### config.mk
export PLATFORM = sky130hd
export DESIGN_NAME = ttsr_ctrl_flat
export DESIGN_NICKNAME = d
export VERILOG_FILES = /design/src/hw/rtl/ttsr_pkg.sv /design/src/hw/rtl/ttsr_if.sv /design/src/hw/rtl/ttsr_ctrl.sv /design/src/flat_wrapper.sv
export SDC_FILE = /design/constraint.sdc
export NUM_CORES = 1
export LEC_CHECK = 0
export BUFFER_PORTS_ARGS = -buffer_cell sky130_fd_sc_hd__buf_4
export CORE_MARGIN = 2
export CORE_UTILIZATION = 30
export DETAILED_ROUTE_END_ITERATION = 10
export PLACE_DENSITY_LB_ADDON = 0.2
export SETUP_SLACK_MARGIN = 0.05
export SYNTH_ARGS = -nofsm -noshare
export SYNTH_HDL_FRONTEND = slang
export SYNTH_SLANG_ARGS = --single-unit
### constraint.sdc
create_clock -name clk -period 4.9 [get_ports clk]
set_input_delay 0.98 -clock clk [delete_from_list [all_inputs] [get_ports clk]]
set_output_delay 0.98 -clock clk [all_outputs]
set_load 0.05 [all_outputs]
### src/hw/rtl/ttsr_pkg.sv
// Shared constants, codes and record types for the track table.
// No dependencies.
package ttsr_pkg;

  localparam int CAPACITY = 64;
  localparam int IDX_W    = (CAPACITY > 1) ? $clog2(CAPACITY) : 1;
  localparam int CNT_W    = $clog2(CAPACITY + 1);
  localparam int ID_W     = 16;
  localparam int KEY_W    = 64;
  localparam int DUR_W    = 16;
  localparam int TOT_W    = 22;

  typedef enum logic [1:0] {
    FN_ADD,
    FN_REMOVE,
    FN_PLAY_INS,
    FN_PLAY_ARTIST
  } func_t;

  typedef enum logic [1:0] {
    STS_OK,
    STS_FULL,
    STS_NOT_FOUND,
    STS_EMPTY
  } status_t;

  // One table entry, kept in insertion order.
  typedef struct packed {
    logic [ID_W-1:0]  id;
    logic [KEY_W-1:0] artist;
    logic [DUR_W-1:0] dur;
  } ent_t;

  // One slot of the artist-sorted index: entry position plus its key.
  typedef struct packed {
    logic [IDX_W-1:0] idx;
    logic [KEY_W-1:0] key;
  } ord_t;

  typedef struct packed {
    status_t          status;
    logic [ID_W-1:0]  track_id;
    logic [KEY_W-1:0] track_artist;
    logic [DUR_W-1:0] track_duration;
    logic [TOT_W-1:0] running_total;
    logic             last;
  } res_t;

  typedef enum logic [3:0] {
    S_IDLE,
    S_DECODE,
    S_ADD_RD,
    S_ADD_CMP,
    S_REM_SCAN,
    S_REM_ORD,
    S_PLAY_ORD,
    S_PLAY_ENT,
    S_PLAY_EMIT,
    S_RESP
  } ctrl_state_t;

endpackage

### src/hw/rtl/ttsr_if.sv
// Valid/ready channel interfaces for commands and results.
// Depends on ttsr_pkg for field widths.
interface ttsr_cmd_if
  import ttsr_pkg::*;
  ();
  logic             valid;
  logic             ready;
  logic [1:0]       func;
  logic [KEY_W-1:0] artist_key;
  logic [DUR_W-1:0] duration_sec;
  logic [ID_W-1:0]  target_id;

  modport source (output valid, func, artist_key, duration_sec, target_id, input ready);
  modport sink   (input valid, func, artist_key, duration_sec, target_id, output ready);
endinterface


### src/hw/rtl/ttsr_ctrl.sv
// Command sequencer: add, compacting remove and playback over the entry
// memory and the sorted index memory. Depends on ttsr_pkg and ttsr_cmd_if.
module ttsr_ctrl
  import ttsr_pkg::*;
(
  input  logic             clk,
  input  logic             rst,
  ttsr_cmd_if.sink         cmd,
  output logic             ent_we,
  output logic [IDX_W-1:0] ent_waddr,
  output ent_t             ent_wdata,
  output logic             ent_re,
  output logic [IDX_W-1:0] ent_raddr,
  input  ent_t             ent_rdata,
  output logic             ord_we,
  output logic [IDX_W-1:0] ord_waddr,
  output ord_t             ord_wdata,
  output logic             ord_re,
  output logic [IDX_W-1:0] ord_raddr,
  input  ord_t             ord_rdata,
  output logic             out_load,
  output res_t             out_data,
  input  logic             out_free
);

  ctrl_state_t state, state_next;

  logic [CNT_W-1:0] count, count_next;
  logic [ID_W-1:0]  next_id, next_id_next;

  func_t            c_func;
  logic [KEY_W-1:0] c_key;
  logic [DUR_W-1:0] c_dur;
  logic [ID_W-1:0]  c_tid;

  logic [CNT_W-1:0] j, j_next;
  logic [CNT_W-1:0] rptr, rptr_next;
  logic [CNT_W-1:0] dptr, dptr_next;
  logic [CNT_W-1:0] wptr, wptr_next;
  logic             dvalid, dvalid_next;
  logic             found, found_next;
  logic [IDX_W-1:0] fidx, fidx_next;
  logic [CNT_W-1:0] k, k_next;
  logic [TOT_W-1:0] total, total_next;
  status_t          r_status, r_status_next;
  logic [ID_W-1:0]  r_id, r_id_next;

  logic             full, empty, sorted, scan_end, scan_rd, hit, play_last;
  logic [CNT_W-1:0] jprev, dprev, cnt_last;
  logic [TOT_W-1:0] total_sum;

  assign cmd.ready = (state == S_IDLE);

  assign full      = (count == CNT_W'(CAPACITY));
  assign empty     = (count == '0);
  assign sorted    = (c_func == FN_PLAY_ARTIST);
  assign cnt_last  = count - CNT_W'(1);
  assign jprev     = j - CNT_W'(1);
  assign dprev     = dptr - CNT_W'(1);
  assign scan_end  = (dptr == cnt_last);
  assign scan_rd   = (rptr < count);
  assign hit       = !found && (ent_rdata.id == c_tid);
  assign play_last = (k == cnt_last);
  assign total_sum = total + TOT_W'(ent_rdata.dur);

  always_comb begin
    state_next = state;
    unique case (state)
      S_IDLE: begin
        if (cmd.valid) state_next = S_DECODE;
      end
      S_DECODE: begin
        unique case (c_func)
          FN_ADD:         state_next = full ? S_RESP : S_ADD_RD;
          FN_REMOVE:      state_next = empty ? S_RESP : S_REM_SCAN;
          FN_PLAY_INS:    state_next = empty ? S_RESP : S_PLAY_ENT;
          FN_PLAY_ARTIST: state_next = empty ? S_RESP : S_PLAY_ORD;
        endcase
      end
      S_ADD_RD: begin
        state_next = (j == '0) ? S_RESP : S_ADD_CMP;
      end
      S_ADD_CMP: begin
        state_next = (ord_rdata.key > c_key) ? S_ADD_RD : S_RESP;
      end
      S_REM_SCAN: begin
        if (dvalid && scan_end) state_next = (found || hit) ? S_REM_ORD : S_RESP;
      end
      S_REM_ORD: begin
        if (dvalid && scan_end) state_next = S_RESP;
      end
      S_PLAY_ORD: state_next = S_PLAY_ENT;
      S_PLAY_ENT: state_next = S_PLAY_EMIT;
      S_PLAY_EMIT: begin
        if (out_free) begin
          if (play_last) state_next = S_IDLE;
          else           state_next = sorted ? S_PLAY_ORD : S_PLAY_ENT;
        end
      end
      S_RESP: begin
        if (out_free) state_next = S_IDLE;
      end
      default: state_next = S_IDLE;
    endcase
  end

  always_comb begin
    ent_we        = 1'b0;
    ent_waddr     = count[IDX_W-1:0];
    ent_wdata     = ent_rdata;
    ent_re        = 1'b0;
    ent_raddr     = rptr[IDX_W-1:0];
    ord_we        = 1'b0;
    ord_waddr     = j[IDX_W-1:0];
    ord_wdata     = ord_rdata;
    ord_re        = 1'b0;
    ord_raddr     = rptr[IDX_W-1:0];
    out_load      = 1'b0;
    out_data      = '{status: r_status, track_id: r_id, track_artist: '0,
                      track_duration: '0, running_total: '0, last: 1'b1};
    count_next    = count;
    next_id_next  = next_id;
    j_next        = j;
    rptr_next     = rptr;
    dptr_next     = dptr;
    wptr_next     = wptr;
    dvalid_next   = dvalid;
    found_next    = found;
    fidx_next     = fidx;
    k_next        = k;
    total_next    = total;
    r_status_next = r_status;
    r_id_next     = r_id;

    unique case (state)
      S_DECODE: begin
        rptr_next   = '0;
        dvalid_next = 1'b0;
        found_next  = 1'b0;
        k_next      = '0;
        total_next  = '0;
        unique case (c_func)
          FN_ADD: begin
            if (full) begin
              r_status_next = STS_FULL;
              r_id_next     = '0;
            end else begin
              r_status_next = STS_OK;
              r_id_next     = next_id;
              j_next        = count;
              ent_we        = 1'b1;
              ent_wdata     = '{id: next_id, artist: c_key, dur: c_dur};
            end
          end
          FN_REMOVE: begin
            r_status_next = empty ? STS_EMPTY : STS_OK;
            r_id_next     = c_tid;
          end
          FN_PLAY_INS, FN_PLAY_ARTIST: begin
            r_status_next = STS_EMPTY;
            r_id_next     = '0;
          end
        endcase
      end
      S_ADD_RD: begin
        if (j == '0) begin
          ord_we       = 1'b1;
          ord_wdata    = '{idx: count[IDX_W-1:0], key: c_key};
          count_next   = count + CNT_W'(1);
          next_id_next = next_id + ID_W'(1);
        end else begin
          ord_re    = 1'b1;
          ord_raddr = jprev[IDX_W-1:0];
        end
      end
      S_ADD_CMP: begin
        ord_we = 1'b1;
        if (ord_rdata.key > c_key) begin
          // Shift the larger key up one slot and keep walking down.
          ord_wdata = ord_rdata;
          j_next    = jprev;
        end else begin
          ord_wdata    = '{idx: count[IDX_W-1:0], key: c_key};
          count_next   = count + CNT_W'(1);
          next_id_next = next_id + ID_W'(1);
        end
      end
      S_REM_SCAN: begin
        dvalid_next = scan_rd;
        if (scan_rd) begin
          ent_re    = 1'b1;
          rptr_next = rptr + CNT_W'(1);
          dptr_next = rptr;
        end
        if (dvalid) begin
          if (hit) begin
            found_next = 1'b1;
            fidx_next  = dptr[IDX_W-1:0];
          end
          // Past the match: move each entry down one slot.
          if (found) begin
            ent_we    = 1'b1;
            ent_waddr = dprev[IDX_W-1:0];
            ent_wdata = ent_rdata;
          end
          if (scan_end) begin
            rptr_next   = '0;
            dvalid_next = 1'b0;
            wptr_next   = '0;
            if (!(found || hit)) r_status_next = STS_NOT_FOUND;
          end
        end
      end
      S_REM_ORD: begin
        dvalid_next = scan_rd;
        if (scan_rd) begin
          ord_re    = 1'b1;
          rptr_next = rptr + CNT_W'(1);
          dptr_next = rptr;
        end
        if (dvalid) begin
          // Drop the removed slot, renumber the positions above it.
          if (ord_rdata.idx != fidx) begin
            ord_we        = 1'b1;
            ord_waddr     = wptr[IDX_W-1:0];
            ord_wdata.key = ord_rdata.key;
            ord_wdata.idx = (ord_rdata.idx > fidx) ? ord_rdata.idx - IDX_W'(1)
                                                   : ord_rdata.idx;
            wptr_next     = wptr + CNT_W'(1);
          end
          if (scan_end) count_next = cnt_last;
        end
      end
      S_PLAY_ORD: begin
        ord_re    = 1'b1;
        ord_raddr = k[IDX_W-1:0];
      end
      S_PLAY_ENT: begin
        ent_re    = 1'b1;
        ent_raddr = sorted ? ord_rdata.idx : k[IDX_W-1:0];
      end
      S_PLAY_EMIT: begin
        out_data = '{status: STS_OK, track_id: ent_rdata.id,
                     track_artist: ent_rdata.artist, track_duration: ent_rdata.dur,
                     running_total: total_sum, last: play_last};
        if (out_free) begin
          out_load   = 1'b1;
          total_next = total_sum;
          k_next     = k + CNT_W'(1);
        end
      end
      S_RESP: begin
        out_load = out_free;
      end
      default: begin
      end
    endcase
  end

  always_ff @(posedge clk) begin
    if (rst) begin
      state   <= S_IDLE;
      count   <= '0;
      next_id <= '0;
      dvalid  <= 1'b0;
      found   <= 1'b0;
    end else begin
      state   <= state_next;
      count   <= count_next;
      next_id <= next_id_next;
      dvalid  <= dvalid_next;
      found   <= found_next;
    end
  end

  always_ff @(posedge clk) begin
    if (cmd.valid && cmd.ready) begin
      c_func <= func_t'(cmd.func);
      c_key  <= cmd.artist_key;
      c_dur  <= cmd.duration_sec;
      c_tid  <= cmd.target_id;
    end
    j        <= j_next;
    rptr     <= rptr_next;
    dptr     <= dptr_next;
    wptr     <= wptr_next;
    fidx     <= fidx_next;
    k        <= k_next;
    total    <= total_next;
    r_status <= r_status_next;
    r_id     <= r_id_next;
  end

endmodule

### src/flat_wrapper.sv
// flat-port wrapper written by rule: the top's interface ports become plain ports
module ttsr_ctrl_flat import ttsr_pkg::*;
  (clk, rst, ent_we, ent_waddr, ent_wdata, ent_re, ent_raddr, ent_rdata, ord_we, ord_waddr, ord_wdata, ord_re, ord_raddr, ord_rdata, out_load, out_data, out_free, cmd_valid, cmd_func, cmd_artist_key, cmd_duration_sec, cmd_target_id, cmd_ready);
  ttsr_cmd_if cmd_i ();
  input  logic clk;
  input  logic rst;
  output logic ent_we;
  output logic [IDX_W-1:0] ent_waddr;
  output ent_t ent_wdata;
  output logic ent_re;
  output logic [IDX_W-1:0] ent_raddr;
  input  ent_t ent_rdata;
  output logic ord_we;
  output logic [IDX_W-1:0] ord_waddr;
  output ord_t ord_wdata;
  output logic ord_re;
  output logic [IDX_W-1:0] ord_raddr;
  input  ord_t ord_rdata;
  output logic out_load;
  output res_t out_data;
  input  logic out_free;
  input wire logic [$bits(cmd_i.valid)-1:0] cmd_valid;
  input wire logic [$bits(cmd_i.func)-1:0] cmd_func;
  input wire logic [$bits(cmd_i.artist_key)-1:0] cmd_artist_key;
  input wire logic [$bits(cmd_i.duration_sec)-1:0] cmd_duration_sec;
  input wire logic [$bits(cmd_i.target_id)-1:0] cmd_target_id;
  output wire logic [$bits(cmd_i.ready)-1:0] cmd_ready;
  assign cmd_i.valid = cmd_valid;
  assign cmd_i.func = cmd_func;
  assign cmd_i.artist_key = cmd_artist_key;
  assign cmd_i.duration_sec = cmd_duration_sec;
  assign cmd_i.target_id = cmd_target_id;
  assign cmd_ready = cmd_i.ready;
  ttsr_ctrl u_core (.clk(clk), .rst(rst), .cmd(cmd_i), .ent_we(ent_we), .ent_waddr(ent_waddr), .ent_wdata(ent_wdata), .ent_re(ent_re), .ent_raddr(ent_raddr), .ent_rdata(ent_rdata), .ord_we(ord_we), .ord_waddr(ord_waddr), .ord_wdata(ord_wdata), .ord_re(ord_re), .ord_raddr(ord_raddr), .ord_rdata(ord_rdata), .out_load(out_load), .out_data(out_data), .out_free(out_free));
endmodule
==> flow_summary.toml <==
[yosys]
syn_area_mm2 = 0.0147
synth_edf_count = 178
seq_area_frac_synth_pct = 40.4
synth_area_per_cell_um2 = 9.07
ys_seq_elements = 207
yosys.area.top_type = "edfxtp_1"
synth_top_area_share_pct = 36.5
syn_nets = 1986
yosys-top-cells-area = "edfxtp_1, ha_1, nand2_1"
synth_cells = 1616
synth_flop_cell = "edfxtp_1"
synth_cell_types = 75
yosysWarnings = 0
ys_async_sr_fraction_pct = 0

[detailed_routing]
ant_nets = 0
num_vias = 14800
wire_per_inst_um = 23.3
viasPerCell = 5.18
drtIter0Drc = 925
routed_wl_mm = 66.7
drt-pass1-iter-count = 5
drc_errors = 0

[clock_tree]
insertion_delay_ns = 0.57
cts_buffers = 28
cts_sinks = 207
cts_root_buf = "clkbuf_16"
ctsHtreeMaxLevel = 1
hold_buffers = 0
cts_buffer_depth = 3
path_clk_slew_ns = 0.06
cts_tree = "built"

[placed_design]
gp_congestion = 0.985
place_ws_ns = -0.0808
numPortBuffers = 584
dpl.hpwl_mm = 52.7

[worst_setup_path]
startpoint_type = "primary input"
crit_required_ns = 3.92
r2r_start = "u_core.c_key[1]"
crit_fanout = 2
cp.arrival_ns = 3.84
rrSetupSlack_ns = 1.35
r2r_end = "u_core.next_id[11]"
worstSetupPathType = "in2out"
cp-startpoint = "ord_rdata[1]"
endpoint_kind = "output port"
worstRegToRegCells = 12

[die]
die_area_mm2 = 0.0506
die_y_um = 225
core-area_mm2 = 0.0479
rows = 80
die_x_um = 225
io-pin-count = 585
start_util_pct = 30.6

[power]
fin_total_pwr_mw = 11.7
power_density_mw_per_mm2 = 539
vdd.ir_drop.worst_v = 0.000268
power_leakage_nw = 9.79

[outcome]
status = "completed"

[finish]
drive_gt1_share_pct = 37.6
synthToLayoutAreaGrowth_pct = 48.6
fin_nets = 2589

[job]
cap_violations = 0

[timing]
final.period_utilization_pct = 98.3
finalWorstSetupSlack_ns = 0.0845
hold_viol_final = 0
tightest_slew_ns = 1.26
slew_headroom_pct = 15.9
setup_violations = 0
rsz0062_at_grt = "true"
fin_crit_ns = 4.82
fmax_mhz = 208
slew_violations = 0
fin_skew_ns = 0.0174

[global_routing]
track_usage_pct = 24.9
antenna_found_initial = 6
grt_pass1_wl_mm = 94.1
grt_pass1_vias = 14500
grt_max_degree = 105
grt_overflow = 0

[worst_hold_path]
worst_hold_startpoint = "u_core.rptr[6]"
min_to = "u_core.dptr[6]"
whs_path_depth = 0
min-delay-path-class = "reg2reg"
==> synth_stat cells (all sizes together), types with 5 or more instances <==
cell type and n:
mux2 48, buf 19, o21a 7, nor4 14
a211oi 17, or3 9, nand3 30, a31oi 5
xor2 43, a21oi 71, a22o 16, dfxtp 29
nor3 39, nand4 19, and3 10, nand2 256
o21ai 109, inv 96, nor2b 12, nor2 111
or4 6, clkbuf 68, and4 6, ha 101
edfxtp 178, xnor2 31, o31ai 71, a22oi 5
mux2i 12, and2 93, a2111oi 5, o22ai 6
a21o 15
==> layer usage <==
metal,GRT usage (%),vias up,part of all wire (%)
li1,-,7027,-
met1,29.6,7064,39
met2,43.5,582,50
met3,6.27,106,7.5
met4,8.69,6,3.5
met5,0,-,0.066
==> final cells by class <==
class,count,area (µm²)
clock buffer,30,708
multi-input combinational,1223,8480
clock inverter,22,262
sequential,207,5930
inverter,99,373
tap,615,769
timing repair buffer,660,5250
fill,4639,26200
antenna,1,2.50
==> worst max-delay path by stage <==
stage | slack (ns) | cells after the start | to
after floorplan | -0.42 | 10 | ord_wdata[10]
after global placement | -0.07 | 13 | ord_wdata[9]
after detailed placement | -0.08 | 13 | ord_wdata[67]
after CTS | 0.03 | 13 | ord_wdata[1]
after global routing | -0.01 | 14 | ord_wdata[67]
final | 0.08 | 13 | ord_wdata[67]
==> placed cells by master (no fill, tap or decap), types with 6 or more instances in the layout <==
cell type | Yosys | final
o31ai_4 | 0 | 9
edfxtp_1 | 178 | 178
mux2i_1 | 12 | 12
or3_1 | 9 | 9
clkinvlp_4 | 0 | 6
and4_1 | 6 | 6
nor4_1 | 10 | 9
clkinv_2 | 1 | 7
nand3_1 | 30 | 30
xnor2_1 | 31 | 31
o22ai_1 | 6 | 6
buf_12 | 0 | 8
and2_1 | 92 | 91
o31ai_1 | 71 | 30
buf_6 | 1 | 34
mux2_2 | 46 | 46
nand2_1 | 256 | 253
a21o_1 | 15 | 14
nor2b_1 | 12 | 11
a211oi_1 | 17 | 15
a21oi_1 | 71 | 68
nor3_1 | 38 | 36
clkbuf_16 | 0 | 32
ha_1 | 101 | 99
nor2_1 | 109 | 108
o21a_1 | 7 | 7
a22o_1 | 16 | 16
o31ai_2 | 0 | 32
xor2_1 | 43 | 43
buf_4 | 0 | 614
or4_1 | 6 | 6
dfxtp_1 | 29 | 29
nand4_1 | 19 | 19
inv_1 | 95 | 92
o21ai_0 | 108 | 104
and3_1 | 10 | 10
==> flip-flops by register name, summed over array words and instances, names as in the netlist <==
register         cells
u_core.dptr          7
u_core.dvalid        1
u_core.j             7
u_core.next_id      16
u_core.c_key        64
u_core.wptr          6
u_core.c_tid        16
u_core.c_func        2
u_core.c_dur        16
u_core.total        22
u_core.state         4
u_core.fidx          6
u_core.count         7
u_core.found         1
u_core.k             7
u_core.r_id         16
u_core.rptr          7
u_core.r_status      2
==> through the flow <==
step | area, µm² | util, % | TNS [ns] | hold WS, ns | instances
after floorplan | 14700 | - | -25.54 | 0.455 | 1616
after global placement | 20100 | 42.0 | -0.623 | 0.528 | 2796
after detailed placement | 20100 | 42.0 | -0.489 | 0.503 | 2796
after CTS | 21200 | 44.1 | 0 | 0.535 | 2848
after global routing | 21800 | 45.4 | -0.0108 | 0.561 | 2857
final | 21800 | 45.4 | 0 | 0.530 | 2857
==> timing repair <==
item                       CTS  global route
cloned                       0             4
setup buffers                0             4
resized for setup            7           102
setup endpoints to repair   61            67
pin swaps                    0            13
==> critical path, stage by stage <==
cell and delay [ns]:
buf_4 0.14, ha_4 0.21, nor2b_1 0.12, o211ai_1 0.26, a2111oi_2 0.12, or4b_4 0.55, buf_4 0.17, a2111oi_4 0.32
buf_4 0.20, or2_2 0.16, nand3_1 0.08, a221o_1 0.36, buf_6 0.16
==> report_power, final <==
part | internal (mW) | leakage, nW | total (mW) | switching [mW]
registers | 2.65 | 1.91 | 3.02 | 0.375
clock network | 1.31 | 0.458 | 2.17 | 0.862
logic | 2.06 | 7.42 | 6.54 | 4.49
==> cells by family (layout without fill, tap and decap cells) <==
family	Yosys count	count (layout)	share of synthesized area [%]
XOR/XNOR	78	78	5.04
multiplexers	60	60	4.51
AO/OA/AOI/OAI	362	362	16.1
flip-flops	207	207	40.4
buffers and inverters	186	811	4.88
other	0	1	0
AND/OR/NAND/NOR	621	621	20.3
adder cells (fa/ha/maj)	102	102	8.76
(Power assumes the default switching activity.)
