`src/hw/rtl/ttsr_pkg.sv`:
```
// Shared constants, codes and record types for the track table.
// No dependencies.
package ttsr_pkg;

  localparam int CAPACITY = 64;
  localparam int IDX_W    = (CAPACITY > 1) ? $clog2(CAPACITY) : 1;
  localparam int CNT_W    = $clog2(CAPACITY + 1);
  localparam int ID_W     = 16;
  localparam int KEY_W    = 64;
  localparam int DUR_W    = 16;
  localparam int TOT_W    = 22;

  typedef enum logic [1:0] {
    FN_ADD,
    FN_REMOVE,
    FN_PLAY_INS,
    FN_PLAY_ARTIST
  } func_t;

  typedef enum logic [1:0] {
    STS_OK,
    STS_FULL,
    STS_NOT_FOUND,
    STS_EMPTY
  } status_t;

  // One table entry, kept in insertion order.
  typedef struct packed {
    logic [ID_W-1:0]  id;
    logic [KEY_W-1:0] artist;
    logic [DUR_W-1:0] dur;
  } ent_t;

  // One slot of the artist-sorted index: entry position plus its key.
  typedef struct packed {
    logic [IDX_W-1:0] idx;
    logic [KEY_W-1:0] key;
  } ord_t;

  typedef struct packed {
    status_t          status;
    logic [ID_W-1:0]  track_id;
    logic [KEY_W-1:0] track_artist;
    logic [DUR_W-1:0] track_duration;
    logic [TOT_W-1:0] running_total;
    logic             last;
  } res_t;

  typedef enum logic [3:0] {
    S_IDLE,
    S_DECODE,
    S_ADD_RD,
    S_ADD_CMP,
    S_REM_SCAN,
    S_REM_ORD,
    S_PLAY_ORD,
    S_PLAY_ENT,
    S_PLAY_EMIT,
    S_RESP
  } ctrl_state_t;

endpackage

```
`src/hw/rtl/ttsr_if.sv`:
```


interface ttsr_res_if
  import ttsr_pkg::*;
  ();
  logic             valid;
  logic             ready;
  logic [1:0]       status;
  logic [ID_W-1:0]  track_id;
  logic [KEY_W-1:0] track_artist;
  logic [DUR_W-1:0] track_duration;
  logic [TOT_W-1:0] running_total;
  logic             last;

  modport source (output valid, status, track_id, track_artist, track_duration,
                  running_total, last, input ready);
  modport sink   (input valid, status, track_id, track_artist, track_duration,
                  running_total, last, output ready);
endinterface

```
`src/hw/rtl/ttsr_out.sv`:
```
// Result output register between the sequencer and the result channel.
// Depends on ttsr_pkg and ttsr_res_if.
module ttsr_out
  import ttsr_pkg::*;
(
  input  logic              clk,
  input  logic              rst,
  input  logic              load,
  input  res_t              data,
  output logic              free,
  ttsr_res_if.source        res
);

  logic valid;
  res_t hold;

  assign free = !valid || res.ready;

  always_ff @(posedge clk) begin
    if (rst) begin
      valid <= 1'b0;
    end else if (load) begin
      valid <= 1'b1;
    end else if (res.ready) begin
      valid <= 1'b0;
    end
  end

  always_ff @(posedge clk) begin
    if (load) begin
      hold <= data;
    end
  end

  assign res.valid          = valid;
  assign res.status         = hold.status;
  assign res.track_id       = hold.track_id;
  assign res.track_artist   = hold.track_artist;
  assign res.track_duration = hold.track_duration;
  assign res.running_total  = hold.running_total;
  assign res.last           = hold.last;

endmodule

```
`src/flat_wrapper.sv`:
```
// flat-port wrapper written by rule: the top's interface ports become plain ports
module ttsr_out_flat import ttsr_pkg::*;
  (clk, rst, load, data, free, res_valid, res_status, res_track_id, res_track_artist, res_track_duration, res_running_total, res_last, res_ready);
  ttsr_res_if res_i ();
  input  logic clk;
  input  logic rst;
  input  logic load;
  input  res_t data;
  output logic free;
  output wire logic [$bits(res_i.valid)-1:0] res_valid;
  output wire logic [$bits(res_i.status)-1:0] res_status;
  output wire logic [$bits(res_i.track_id)-1:0] res_track_id;
  output wire logic [$bits(res_i.track_artist)-1:0] res_track_artist;
  output wire logic [$bits(res_i.track_duration)-1:0] res_track_duration;
  output wire logic [$bits(res_i.running_total)-1:0] res_running_total;
  output wire logic [$bits(res_i.last)-1:0] res_last;
  input wire logic [$bits(res_i.ready)-1:0] res_ready;
  assign res_valid = res_i.valid;
  assign res_status = res_i.status;
  assign res_track_id = res_i.track_id;
  assign res_track_artist = res_i.track_artist;
  assign res_track_duration = res_i.track_duration;
  assign res_running_total = res_i.running_total;
  assign res_last = res_i.last;
  assign res_i.ready = res_ready;
  ttsr_out u_core (.clk(clk), .rst(rst), .load(load), .data(data), .free(free), .res(res_i));
endmodule
```
`config.mk`:
```
export PLATFORM = sky130hd
export DESIGN_NAME = ttsr_out_flat
export DESIGN_NICKNAME = d
export VERILOG_FILES = /design/src/hw/rtl/ttsr_pkg.sv /design/src/hw/rtl/ttsr_if.sv /design/src/hw/rtl/ttsr_out.sv /design/src/flat_wrapper.sv
export SDC_FILE = /design/constraint.sdc
export NUM_CORES = 1
export LEC_CHECK = 0
export ABC_AREA = 1
export BUFFER_PORTS_ARGS = -buffer_cell sky130_fd_sc_hd__buf_4
export CAP_MARGIN = 5
export CELL_PAD_IN_SITES_DETAIL_PLACEMENT = 1
export CELL_PAD_IN_SITES_GLOBAL_PLACEMENT = 1
export CORE_ASPECT_RATIO = 0.8
export CORE_MARGIN = 2
export CORE_UTILIZATION = 35
export DETAILED_ROUTE_END_ITERATION = 7
export HOLD_SLACK_MARGIN = 0.02
export PLACE_DENSITY_LB_ADDON = 0.05
export SYNTH_ARGS = -nofsm -noshare
export SYNTH_HDL_FRONTEND = slang
export SYNTH_SLANG_ARGS = --single-unit
```
`constraint.sdc`:
```
create_clock -name clk -period 0.95 [get_ports clk]
set_clock_uncertainty 0.1 [all_clocks]
set_input_delay 0.095 -clock clk [delete_from_list [all_inputs] [get_ports clk]]
set_output_delay 0.095 -clock clk [all_outputs]
set_load 0.05 [all_outputs]
```
==> reports/qor.log, run 1 <==
[outcome] run status aborted with a tool error
[outcome] stopping stage clock tree synthesis (4_1_cts)
[outcome] first reported error [ERROR RSZ-0060] Max buffer count reached.
[yosys] Post-Synthesis Mean Instance Area 29.17 µm²
[placed_design] post-detail-place hpwl 7610 µm
[floorplan] chip width 118.6 µm
[floorplan] die span in y 95.67 µm
[clock_tree] maximum level of the CTS H-tree 4
[yosys] number of warnings issued by yosys 0
[yosys] dominant cell type by area after synthesis sky130_fd_sc_hd__edfxtp_1
[clock_tree] clock sink total 122
[clock_tree] total CTS buffers 17
[yosys] total nets after synthesis 251
[placed_design] global placer's final weighted congestion 0.7158
[clock_tree] buffers inserted during post-CTS setup optimization 1
[clock_tree] post-cts hold buffer count 110
[yosys] area fraction of the dominant cell type after synthesis 98.84%
[placed_design] buffers added on ports 247
[yosys] sequential area share after synthesis 99.39%
[yosys] synthesized cell area 3676 µm²
[floorplan] number of standard-cell rows in the floorplan 33
[clock_tree] Root Driver sky130_fd_sc_hd__clkbuf_16
[clock_tree] CTS max path bufs 2
[placed_design] area post-placement 5789 µm²
[yosys] Cell variety after synth 5
[floorplan] initial core utilization 35.90%
[clock_tree] number of gates resized after CTS 125
[floorplan] IO Count 248
[yosys] instance count of the mapped netlist 126
[yosys] biggest area contributors in the synthesized netlist sky130_fd_sc_hd__edfxtp_1, sky130_fd_sc_hd__dfxtp_1, sky130_fd_sc_hd__a21oi_2
[yosys] Yosys reg bits 122
==> cells in the mapped netlist <==
cell and n:
sky130_fd_sc_hd__inv_1 2, sky130_fd_sc_hd__nand2_2 1, sky130_fd_sc_hd__a21oi_2 1, sky130_fd_sc_hd__dfxtp_1 1
sky130_fd_sc_hd__edfxtp_1 121
==> stage by stage <==
step,instances,hold WS (ns),worst slack (ns)
after floorplan,126,0.04827,0.07166
after global placement,518,0.1436,0.01102
after detailed placement,518,0.1536,0.006389
==> logic make-up after synthesis <==
logic type | after synthesis | synth area share [%]
flip-flops | 122 | 99.39
buffers and inverters | 2 | 0.2043
AND/OR/NAND/NOR | 1 | 0.1703
AO/OA/AOI/OAI | 1 | 0.2383
==> run 2, diff against run 1 <==
Settings changed: CELL_PAD_IN_SITES_DETAIL_PLACEMENT 1 to unset, CELL_PAD_IN_SITES_GLOBAL_PLACEMENT 1 to unset, CORE_ASPECT_RATIO 0.8 to unset, CORE_UTILIZATION 35 to 20, HOLD_SLACK_MARGIN 0.02 to unset, PLACE_DENSITY_LB_ADDON 0.05 to 0.15.
==> run 2 against run 1 <==
The flow now finishes, with violations (hold timing, setup timing). Synthesized cell count stayed put. Area after synthesis stayed put.
==> reports/qor.log, run 2 <==
[yosys] most repeated cell in the gate-level netlist after synthesis sky130_fd_sc_hd__edfxtp_1
[clock_tree] CTS max path bufs 2
[timing] minimum clock period 1.214 ns
[yosys] Post-synth ARST share 0%
[worst_hold_path] worst hold path type in2reg
[yosys] EDFF count, synth 121
[yosys] simple-gate portion of the synthesized area 0.1702%
[clock_tree] clock edge transition at the registers on the reported setup and hold paths 0.06 ns
[routing] number of antenna-violating nets in the routed design 0
[global_route] pin count of the biggest net entering global routing 37
[pwr] leakage component of the power 3.395 nW
[yosys] area fraction of the dominant cell type after synthesis 98.84%
[worst_hold_path] sink of the worst hold path u_core.res.valid$_SDFFE_PP0P_
[critical_path] highest net fanout along the worst path 1
[yosys] number of warnings issued by yosys 0
[global_route] wire length of the first global-routing pass 16820 µm
[routing] vias 2793
[yosys] multiplexer fraction of the synthesized cell area 0%
[critical_path] chain of cells forming the critical path buf_6
[final_layout] commonest cells after routing, fill and taps aside sky130_fd_sc_hd__buf_4, sky130_fd_sc_hd__dlygate4sd3_1, sky130_fd_sc_hd__buf_6, sky130_fd_sc_hd__edfxtp_1, sky130_fd_sc_hd__clkbuf_16
[routing] drt first pass iters 4
[clock_tree] maximum level of the CTS H-tree 4
[yosys] Most used DFF post-synth sky130_fd_sc_hd__edfxtp_1
[floorplan] die span in y 139.6 µm
[timing] final count of pins violating max slew 0
[floorplan] chip width 139.6 µm
[floorplan] total core area 18020 µm²
[pwr] worst supply voltage drop on vdd 1.159 mV
[critical_path] element type at the critical path end output pin
[final_layout] number of diodes 0
[global_route] remaining global-route overflow 0
[floorplan] die area 19480 µm²
[worst_hold_path] worst hold path depth 5
[outcome] violated checks hold timing, setup timing
[yosys] instance count of the mapped netlist 126
[critical_path] Worst R2R Setup Slack 0.15 ns
[final_layout] max reg flops 64
[critical_path] CP arrival 1.02 ns
[routing] Routed Wire Length 11230 µm
[placed_design] total placed cells including tap cells 607
[routing] starting DRC count in detailed routing 85
[pwr] switching power of the nets 0.004399 W
[timing] Achievable Freq 0.8238 GHz
[outcome] run status complete, but fails checks
[global_route] initial antenna violation count 0
[final_layout] layout overhead on the synthesized area 123.1%
[clock_tree] Root Driver sky130_fd_sc_hd__clkbuf_16
[pwr] Clk network pwr share 38.9%
[final_layout] post-layout instance area 8203 µm²
[floorplan] IO Count 248
[routing] WL/cell 14.74 µm
[timing] tightest hold margin -0.04901 ns
[yosys] Cell variety after synth 5
[pwr] Combinational Power Share 20.7%
[yosys] Post-Synthesis Mean Instance Area 29.17 µm²
[critical_path] critical path class reg2out
[yosys] post-synthesis xor/xnor area fraction 0%
[floorplan] initial core utilization 20.39%
[yosys] synthesized cell area 3676 µm²
[timing] minimum setup slack in the final design -0.2638 ns
[critical_path] slowest cell on the critical path sky130_fd_sc_hd__edfxtp_1
[pwr] total power per unit cell area 1992 nW/µm²
[timing] unrepaired setup endpoints after global routing yes
[critical_path] kind of cell adding the most delay to the critical path flip-flops
[yosys] Synth Area in Compound Gates 0.2383%
[yosys] biggest area contributors in the synthesized netlist sky130_fd_sc_hd__edfxtp_1, sky130_fd_sc_hd__dfxtp_1, sky130_fd_sc_hd__a21oi_2
[global_route] global routing usage summed across all routing layers 11.65%
[pwr] Reg power frac 40.4%
[final_layout] most common cell after layout, fill and taps aside sky130_fd_sc_hd__buf_4
[pwr] internal power component 0.01194 W
[critical_path] RR Startpoint u_core.res.valid$_SDFFE_PP0P_
[final_layout] number of non-filler instances in the completed layout 762
[routing] DRC violation count after routing 0
[yosys] dominant cell type by area after synthesis sky130_fd_sc_hd__edfxtp_1
[flow_run] max_cap viols 0
[timing] part of the cycle the worst path needs 127.8%
[placed_design] buffers added on ports 247
[critical_path] Largest stage delay, worst path 0.43 ns
[clock_tree] worst skew pair latency 0.41 ns
[timing] transition time at the pin with the least slew margin 0.1874 ns
[clock_tree] TritonCTS clock tree done
[routing] number of vias per cell 3.665
[yosys] largest family of logic cells by synthesized area compound AO/OA/AOI/OAI gates
[final_layout] fraction of layout instances using a drive strength above 1 53.10%
[critical_path] worst path buffer plus inverter count 1
[critical_path] Register-to-Register Path Depth 3
[yosys] most frequent cells after synthesis sky130_fd_sc_hd__edfxtp_1, sky130_fd_sc_hd__inv_1, sky130_fd_sc_hd__a21oi_2, sky130_fd_sc_hd__dfxtp_1, sky130_fd_sc_hd__nand2_2
[global_route] via count of the first global-routing pass 3109
[timing] Setup violations, final 123
[clock_tree] clock sink total 122
[placed_design] post-detail-place hpwl 7827 µm
[clock_tree] post-cts hold buffer count 123
[yosys] sequential area share after synthesis 99.39%
[clock_tree] total CTS buffers 17
[worst_hold_path] hold path start res_ready
[placed_design] area post-placement 5913 µm²
[yosys] total nets after synthesis 251
[final_layout] number of fill cells in the layout 1637
[final_layout] post-layout net count 646
[yosys] Yosys reg bits 122
[critical_path] required time of the critical path 0.75 ns
[timing] relative slew slack 87.51%
[critical_path] startpoint type of the worst setup path flop
[floorplan] number of standard-cell rows in the floorplan 49
[yosys] adder and majority cell fraction of the synthesized area 0%
[critical_path] reg-to-reg endpoint u_core.res.valid$_SDFFE_PP0P_
[pwr] switching fraction of total power 26.92%
[timing] Hold Violations, Final 1
[placed_design] global placer's final weighted congestion 0.7377
[run 2: power by group through the flow]
stage	Clock [W]	Combinational (W)	Sequential (W)
2_1_floorplan	0	0.0000150	0.00812
3_3_place_gp	0	0.00272	0.00662
3_5_place_dp	0	0.00272	0.00663
4_1_cts	0.00656	0.00341	0.00661
5_1_grt	0.00679	0.00350	0.00665
6_report	0.00635	0.00339	0.00660
[run 2: final cells by class]
| cell class | count | area (µm²) | area share (%) |
|---|---|---|---|
| Clock buffer | 18 | 429.2 | 5.232 |
| Clock inverter | 13 | 152.6 | 1.861 |
| Inverter | 2 | 7.507 | 0.09152 |
| Multi-Input combinational cell | 2 | 20.02 | 0.2441 |
| Sequential cell | 122 | 3657 | 44.59 |
| Tap cell | 229 | 286.5 | 3.493 |
| Timing Repair Buffer | 376 | 3650 | 44.49 |
[run 2: worst max-delay path by stage]
stage | from | endpoint | slack, ns | depth (start not counted)
floorplan | u_core.res.valid$_SDFFE_PP0P_ | u_core.res.valid$_SDFFE_PP0P_ | 0.07 | 2
global placement | load | u_core.res.track_artist[42]$_DFFE_PP_ | -0.02 | 2
detailed placement | load | u_core.res.track_id[9]$_DFFE_PP_ | -0.03 | 2
CTS | u_core.res.running_total[9]$_DFFE_PP_ | res_running_total[9] | -0.30 | 1
global route | u_core.res.running_total[9]$_DFFE_PP_ | res_running_total[9] | -0.30 | 1
finish | u_core.res.running_total[9]$_DFFE_PP_ | res_running_total[9] | -0.26 | 1
[run 2: layer usage]
layer	track usage (%)	wire, µm	vias up
met4	5.684	291	0
met5	0	0	-
met3	5.162	990	23
met2	20.49	5840	161
li1	-	-	1306
met1	11.77	4111	1303
[run 2: through the flow]
stage / TNS (ns) / utilization (%) / hold WS [ns] / setup WS (ns) / power [W]
2_1_floorplan: 0 / - / 0.04827 / 0.07166 / 0.008130
3_3_place_gp: -0.6297 / 32.81 / 0.1438 / -0.01768 / 0.009340
5_1_grt: -30.21 / 45.51 / -0.06353 / -0.3044 / 0.01693
4_1_cts: -27.90 / 45.51 / -0.07151 / -0.2998 / 0.01657
3_5_place_dp: -1.153 / 32.81 / 0.1480 / -0.02643 / 0.009348
6_report: -24.37 / 45.51 / -0.04901 / -0.2638 / 0.01634
[run 2: logic make-up after synthesis]
kind of cell / Yosys count
flip-flops: 122
AND/OR/NAND/NOR: 1
AO/OA/AOI/OAI: 1
buffers and inverters: 2
[run 2: timing repair]
item	CTS	global route
hold endpoints to repair	124	1
pin swaps	1	0
resized for setup	125	0
buffers inserted	1	0
setup endpoints to repair	123	123
gates cloned	0	0
(Power assumes the default switching activity.)
==> run 3, diff against run 2 <==
Settings changed: CTS_BUF_LIST set to sky130_fd_sc_hd__clkbuf_8.
==> run 3 against run 2 <==
The flow still finishes with violations (hold timing, setup timing). Sequential share of layout area grew 1.0 points. Worst hold slack lost 0.026 ns. Largest cell class is now non-clock buffers. Critical path type unchanged. Final area is 2.2% lower. Fmax fell by 1.8%. Routed wire length barely moved. Non-clock buffer count increased by 1. Final cell count increased by 0.13%. Critical path depth unchanged. Combinational power is essentially flat. Via count fell by 0.82%. Sequential cell count stayed put. Worst setup slack got worse by 0.022 ns.
==> reports/qor.log, run 3 (synthesis gave the netlist of run 2 again) <==
[outcome] run status complete, but fails checks
[outcome] violated checks hold timing, setup timing
[clock_tree] worst skew pair latency 0.43 ns
[routing] vias 2770
[critical_path] Worst Setup SP u_core.res.running_total[9]$_DFFE_PP_
[timing] Hold Violations, Final 1
[pwr] total power per unit cell area 1818 nW/µm²
[pwr] leakage component of the power 3.317 nW
[final_layout] number of fill cells in the layout 1658
[timing] relative slew slack 87.22%
[clock_tree] clock edge transition at the registers on the reported setup and hold paths 0.08 ns
[critical_path] highest net fanout along the worst path 1
[floorplan] number of standard-cell rows in the floorplan 49
[routing] starting DRC count in detailed routing 93
[floorplan] die span in y 139.6 µm
[critical_path] chain of cells forming the critical path buf_6
[clock_tree] TritonCTS clock tree done
[critical_path] reg-to-reg endpoint u_core.res.valid$_SDFFE_PP0P_
[pwr] post-layout total power 0.01458 W
[final_layout] number of diodes 0
[critical_path] Register-to-Register Path Depth 3
[timing] tightest hold margin -0.07538 ns
[critical_path] Largest stage delay, worst path 0.43 ns
[routing] number of antenna-violating nets in the routed design 0
[critical_path] CP arrival 1.04 ns
[final_layout] post-layout instance area 8021 µm²
[global_route] global-route met3 utilization 5.058%
[final_layout] fraction of layout instances using a drive strength above 1 53.00%
[worst_hold_path] worst hold path type in2reg
[timing] final count of pins violating max slew 0
[timing] Total Neg Setup Slack -27.35 ns
[timing] unrepaired setup endpoints after global routing yes
[placed_design] dpl ws -0.02643 ns
[floorplan] total core area 18020 µm²
[pwr] worst supply voltage drop on vdd 1.010 mV
[clock_tree] clock sink total 122
[critical_path] Worst R2R Setup Slack 0.14 ns
[placed_design] buffers added on ports 247
[critical_path] critical path class reg2out
[floorplan] chip width 139.6 µm
[clock_tree] total CTS buffers 17
[timing] part of the cycle the worst path needs 130.1%
[global_route] initial antenna violation count 0
[global_route] GR peak layer met2
[final_layout] max reg flops 64
[final_layout] layout overhead on the synthesized area 118.2%
[timing] transition time at the pin with the least slew margin 0.1917 ns
[clock_tree] CTS max path bufs 2
[global_route] remaining global-route overflow 0
[floorplan] die area 19480 µm²
[routing] WL/cell 14.71 µm
[routing] drt first pass iters 4
[final_layout] commonest cells after routing, fill and taps aside sky130_fd_sc_hd__buf_4, sky130_fd_sc_hd__dlygate4sd3_1, sky130_fd_sc_hd__buf_6, sky130_fd_sc_hd__edfxtp_1, sky130_fd_sc_hd__clkbuf_8
[floorplan] IO Count 248
[placed_design] global placer's final weighted congestion 0.7377
[clock_tree] Root Driver sky130_fd_sc_hd__clkbuf_8
[global_route] pin count of the biggest net entering global routing 37
[placed_design] area post-placement 5913 µm²
[routing] DRC violation count after routing 0
[timing] Setup violations, final 127
[global_route] fraction of met2 tracks used by global routing 20.67%
[floorplan] initial core utilization 20.39%
[timing] Achievable Freq 0.8093 GHz
[critical_path] critical path capture point res_running_total[9]
[critical_path] required time of the critical path 0.75 ns
[routing] number of vias per cell 3.630
[final_layout] most common cell after layout, fill and taps aside sky130_fd_sc_hd__buf_4
[final_layout] post-layout net count 647
[critical_path] startpoint type of the worst setup path flop
[critical_path] worst path buffer plus inverter count 1
[critical_path] slowest cell on the critical path sky130_fd_sc_hd__edfxtp_1
[placed_design] post-detail-place hpwl 7827 µm
[timing] minimum clock period 1.236 ns
[critical_path] RR Startpoint u_core.res.valid$_SDFFE_PP0P_
[global_route] grt met1 use 11.61%
[critical_path] Levels on crit path 1
[critical_path] kind of cell adding the most delay to the critical path flip-flops
[clock_tree] maximum level of the CTS H-tree 4
[global_route] via count of the first global-routing pass 3103
[flow_run] max_cap viols 0
[routing] Routed Wire Length 11220 µm
[global_route] wire length of the first global-routing pass 16740 µm
[worst_hold_path] worst hold path depth 5
[final_layout] final core utilization 44.50%
[timing] minimum setup slack in the final design -0.2856 ns
[global_route] global routing usage summed across all routing layers 11.63%
[critical_path] element type at the critical path end output pin
[run 3: area by class of cell]
type	instances	area [µm²]	share of cell area [%]
well taps	229	286.5	3.572
clock inverters	14	156.4	1.950
repair buffers	377	3660	45.62
flip-flops and latches	122	3657	45.59
multi-input cells	2	20.02	0.2496
inverters	2	7.507	0.09359
clock buffers	17	234.0	2.917
[run 3: worst min-delay path by stage]
stage                                    endpoint      start  slack, ns
CTS                 u_core.res.valid$_SDFFE_PP0P_  res_ready      -0.11
finish              u_core.res.valid$_SDFFE_PP0P_  res_ready      -0.08
detailed placement  u_core.res.valid$_SDFFE_PP0P_        rst       0.15
global placement    u_core.res.valid$_SDFFE_PP0P_        rst       0.14
global route        u_core.res.valid$_SDFFE_PP0P_  res_ready      -0.12
floorplan           u_core.res.valid$_SDFFE_PP0P_        rst       0.05
[run 3: per-stage QoR]
stage,instances,hold WS [ns]
global route,763,-0.1165
global placement,607,0.1438
detailed placement,607,0.1480
floorplan,126,0.04827
finish,763,-0.07538
CTS,762,-0.1117
[run 3: timing repair]
item,in CTS,in global routing
gates resized for setup,125,0
hold endpoints to repair,124,5
setup endpoints to repair,123,123
pin swaps,1,0
cloned,0,0
hold buffers,123,1
buffers inserted,1,0
[run 3: metal layers]
metal | vias to the layer above | wire (µm) | part of all wire [%]
li1 | 1304 | - | -
met1 | 1291 | 4106 | 37
met3 | 19 | 972 | 8.7
met4 | 0 | 283 | 2.5
met5 | - | 0 | 0
met2 | 156 | 5859 | 52
[run 3: power breakdown]
group	internal, W	leakage, nW	switching [W]
logic	0.00145	1.93	0.00193
registers	0.00640	1.19	0.000196
clock network	0.00255	0.196	0.00205
total	0.0104	3.32	0.00418
==> run 4, diff against run 3 <==
Settings changed: ABC_AREA 1 to unset, CTS_CLUSTER_SIZE set to 20, SETUP_SLACK_MARGIN set to 0.4.
==> run 4 against run 3 <==
The run still ends with hold timing, setup timing left. Count of clock-buffer cells in the layout stayed put. Clock power shrank 4.8%. Combinational power down 13%. Sequential cell count did not move. Largest power group unchanged. Highest routed layer unchanged.
==> reports/qor.log, run 4 <==
[outcome] run status complete, but fails checks
[outcome] violated checks hold timing, setup timing
[global_route] pin count of the biggest net entering global routing 46
[pwr] total power per unit cell area 2062 nW/µm²
[critical_path] Worst R2R Setup Slack 0.12 ns
[yosys] Post-synth ARST share 0%
[global_route] via count of the first global-routing pass 2576
[global_route] remaining global-route overflow 0
[yosys] Cell variety after synth 5
[timing] final count of pins violating max slew 0
[critical_path] chain of cells forming the critical path buf_6
[global_route] wire length of the first global-routing pass 15570 µm
[floorplan] initial core utilization 20.42%
[timing] relative slew slack 82.46%
[pwr] leakage component of the power 2.777 nW
[yosys] most repeated cell in the gate-level netlist after synthesis sky130_fd_sc_hd__edfxtp_1
[critical_path] Levels on crit path 1
[routing] Routed Wire Length 10630 µm
[yosys] synthesized cell area 3680 µm²
[yosys] instance count of the mapped netlist 125
[yosys] Post-Synthesis Mean Instance Area 29.44 µm²
[clock_tree] maximum level of the CTS H-tree 4
[placed_design] post-detail-place hpwl 8003 µm
[final_layout] layout overhead on the synthesized area 83.51%
[floorplan] die area 19500 µm²
[yosys] dominant cell type by area after synthesis sky130_fd_sc_hd__edfxtp_1
[clock_tree] post-cts hold buffer count 1
[routing] number of vias per cell 3.678
[timing] minimum setup slack in the final design -0.2740 ns
[floorplan] chip width 139.6 µm
[timing] transition time at the pin with the least slew margin 0.2631 ns
[timing] Achievable Freq 0.8170 GHz
[yosys] total nets after synthesis 250
[flow_run] max_cap viols 0
[critical_path] critical path capture point res_track_artist[63]
[floorplan] number of standard-cell rows in the floorplan 49
[final_layout] post-layout net count 522
[critical_path] worst path buffer plus inverter count 1
[yosys] biggest area contributors in the synthesized netlist sky130_fd_sc_hd__edfxtp_1, sky130_fd_sc_hd__dfxtp_1, sky130_fd_sc_hd__nand2b_4
[final_layout] most common cell after layout, fill and taps aside sky130_fd_sc_hd__buf_4
[clock_tree] CTS max path bufs 2
[global_route] initial antenna violation count 0
[critical_path] Register-to-Register Path Depth 3
[critical_path] Largest stage delay, worst path 0.42 ns
[routing] drt first pass iters 5
[floorplan] die span in y 139.6 µm
[critical_path] critical path class reg2out
[placed_design] dpl ws -0.03873 ns
[worst_hold_path] worst hold path type in2reg
[yosys] EDFF count, synth 121
[yosys] most frequent cells after synthesis sky130_fd_sc_hd__edfxtp_1, sky130_fd_sc_hd__a21oi_2, sky130_fd_sc_hd__dfxtp_1, sky130_fd_sc_hd__inv_1, sky130_fd_sc_hd__nand2b_4
[timing] part of the cycle the worst path needs 128.8%
[floorplan] IO Count 248
[critical_path] CP arrival 1.03 ns
[yosys] Yosys reg bits 122
[final_layout] commonest cells after routing, fill and taps aside sky130_fd_sc_hd__buf_4, sky130_fd_sc_hd__buf_6, sky130_fd_sc_hd__edfxtp_1
[timing] Hold Violations, Final 122
[routing] number of antenna-violating nets in the routed design 0
[routing] vias 2350
[clock_tree] worst skew pair latency 0.43 ns
[critical_path] RR Startpoint u_core.res.valid$_SDFFE_PP0P_
[placed_design] global placer's final weighted congestion 0.7414
[final_layout] max reg flops 64
[critical_path] slowest cell on the critical path sky130_fd_sc_hd__edfxtp_1
[critical_path] Worst Setup SP u_core.res.track_artist[63]$_DFFE_PP_
[routing] WL/cell 16.64 µm
[yosys] Most used DFF post-synth sky130_fd_sc_hd__edfxtp_1
[yosys] sequential area share after synthesis 99.29%
[floorplan] total core area 18020 µm²
[critical_path] highest net fanout along the worst path 1
[final_layout] number of diodes 0
[clock_tree] total CTS buffers 17
[critical_path] kind of cell adding the most delay to the critical path flip-flops
[timing] Total Neg Setup Slack -28.66 ns
[clock_tree] TritonCTS clock tree done
[final_layout] number of fill cells in the layout 1766
[pwr] worst supply voltage drop on vdd 0.7293 mV
[routing] DRC violation count after routing 0
[clock_tree] clock sink total 122
[clock_tree] clock edge transition at the registers on the reported setup and hold paths 0.08 ns
[timing] unrepaired setup endpoints after global routing yes
[routing] starting DRC count in detailed routing 113
[timing] tightest hold margin -0.2739 ns
[timing] Setup violations, final 123
[worst_hold_path] hold path start data[33]
[placed_design] buffers added on ports 247
[critical_path] reg-to-reg endpoint u_core.res.valid$_SDFFE_PP0P_
[critical_path] required time of the critical path 0.75 ns
[critical_path] startpoint type of the worst setup path flop
[yosys] number of warnings issued by yosys 0
[yosys] area fraction of the dominant cell type after synthesis 98.74%
[global_route] global routing usage summed across all routing layers 11.10%
[critical_path] element type at the critical path end output pin
[clock_tree] Root Driver sky130_fd_sc_hd__clkbuf_8
[timing] minimum clock period 1.224 ns
[final_layout] fraction of layout instances using a drive strength above 1 70.00%
-- run 4: metal layers --
metal | GRT usage (%) | vias to the layer above | part of all wire (%)
met4 | 5.105 | 0 | 2.2
met3 | 5.093 | 17 | 8.7
met2 | 19.07 | 157 | 53
met5 | 0 | - | 0
li1 | - | 1053 | -
met1 | 11.62 | 1123 | 36
-- run 4: metrics by stage --
stage	hold WS (ns)	total power, W	utilization [%]	std cells	area [µm²]
3_5_place_dp	0.1471	0.009352	32.69	605	5892
5_1_grt	-0.3243	0.01455	37.46	639	6753
4_1_cts	-0.3129	0.01415	37.42	638	6745
3_3_place_gp	0.1461	0.009336	32.69	605	5892
6_report	-0.2739	0.01392	37.46	639	6753
2_1_floorplan	0.04827	0.008130	-	125	3684
-- run 4: how the worst min path moves through the flow --
stage / slack, ns / cells after the start / to
2_1_floorplan: 0.05 / 1 / u_core.res.valid$_SDFFE_PP0P_
3_3_place_gp: 0.15 / 2 / u_core.res.valid$_SDFFE_PP0P_
3_5_place_dp: 0.15 / 2 / u_core.res.valid$_SDFFE_PP0P_
4_1_cts: -0.31 / 1 / u_core.res.track_id[15]$_DFFE_PP_
5_1_grt: -0.32 / 1 / u_core.res.running_total[14]$_DFFE_PP_
6_report: -0.27 / 1 / u_core.res.track_duration[10]$_DFFE_PP_
-- run 4: report_power, final --
group / internal, W / leakage, nW / switching, W
sequential: 0.00639 / 1.19 / 0.000192
clock: 0.00211 / 0.185 / 0.00227
combinational: 0.00112 / 1.40 / 0.00184
-- run 4: cells by family (layout without fill, tap and decap cells) --
family,count (synthesis),after routing,share of synthesized area [%]
flip-flops,122,122,99.29
AO/OA/AOI/OAI,1,1,0.2381
buffers and inverters,1,286,0.1019
AND/OR/NAND/NOR,1,1,0.3739
-- run 4: what timing repair did --
action,4_1_cts,5_1_grt
setup endpoints to repair,124,124
hold endpoints to repair,122,122
cloned,0,0
buffers inserted,0,1
gates resized for setup,125,0
-- run 4: layout make-up --
class / count / area (µm²) / area share [%]
Inverter: 1 / 3.754 / 0.05559
Tap cell: 229 / 286.5 / 4.243
Timing Repair Buffer: 253 / 2409 / 35.67
Multi-Input combinational cell: 2 / 22.52 / 0.3335
Sequential cell: 122 / 3657 / 54.16
Clock buffer: 17 / 234.0 / 3.465
Clock inverter: 15 / 140.1 / 2.075
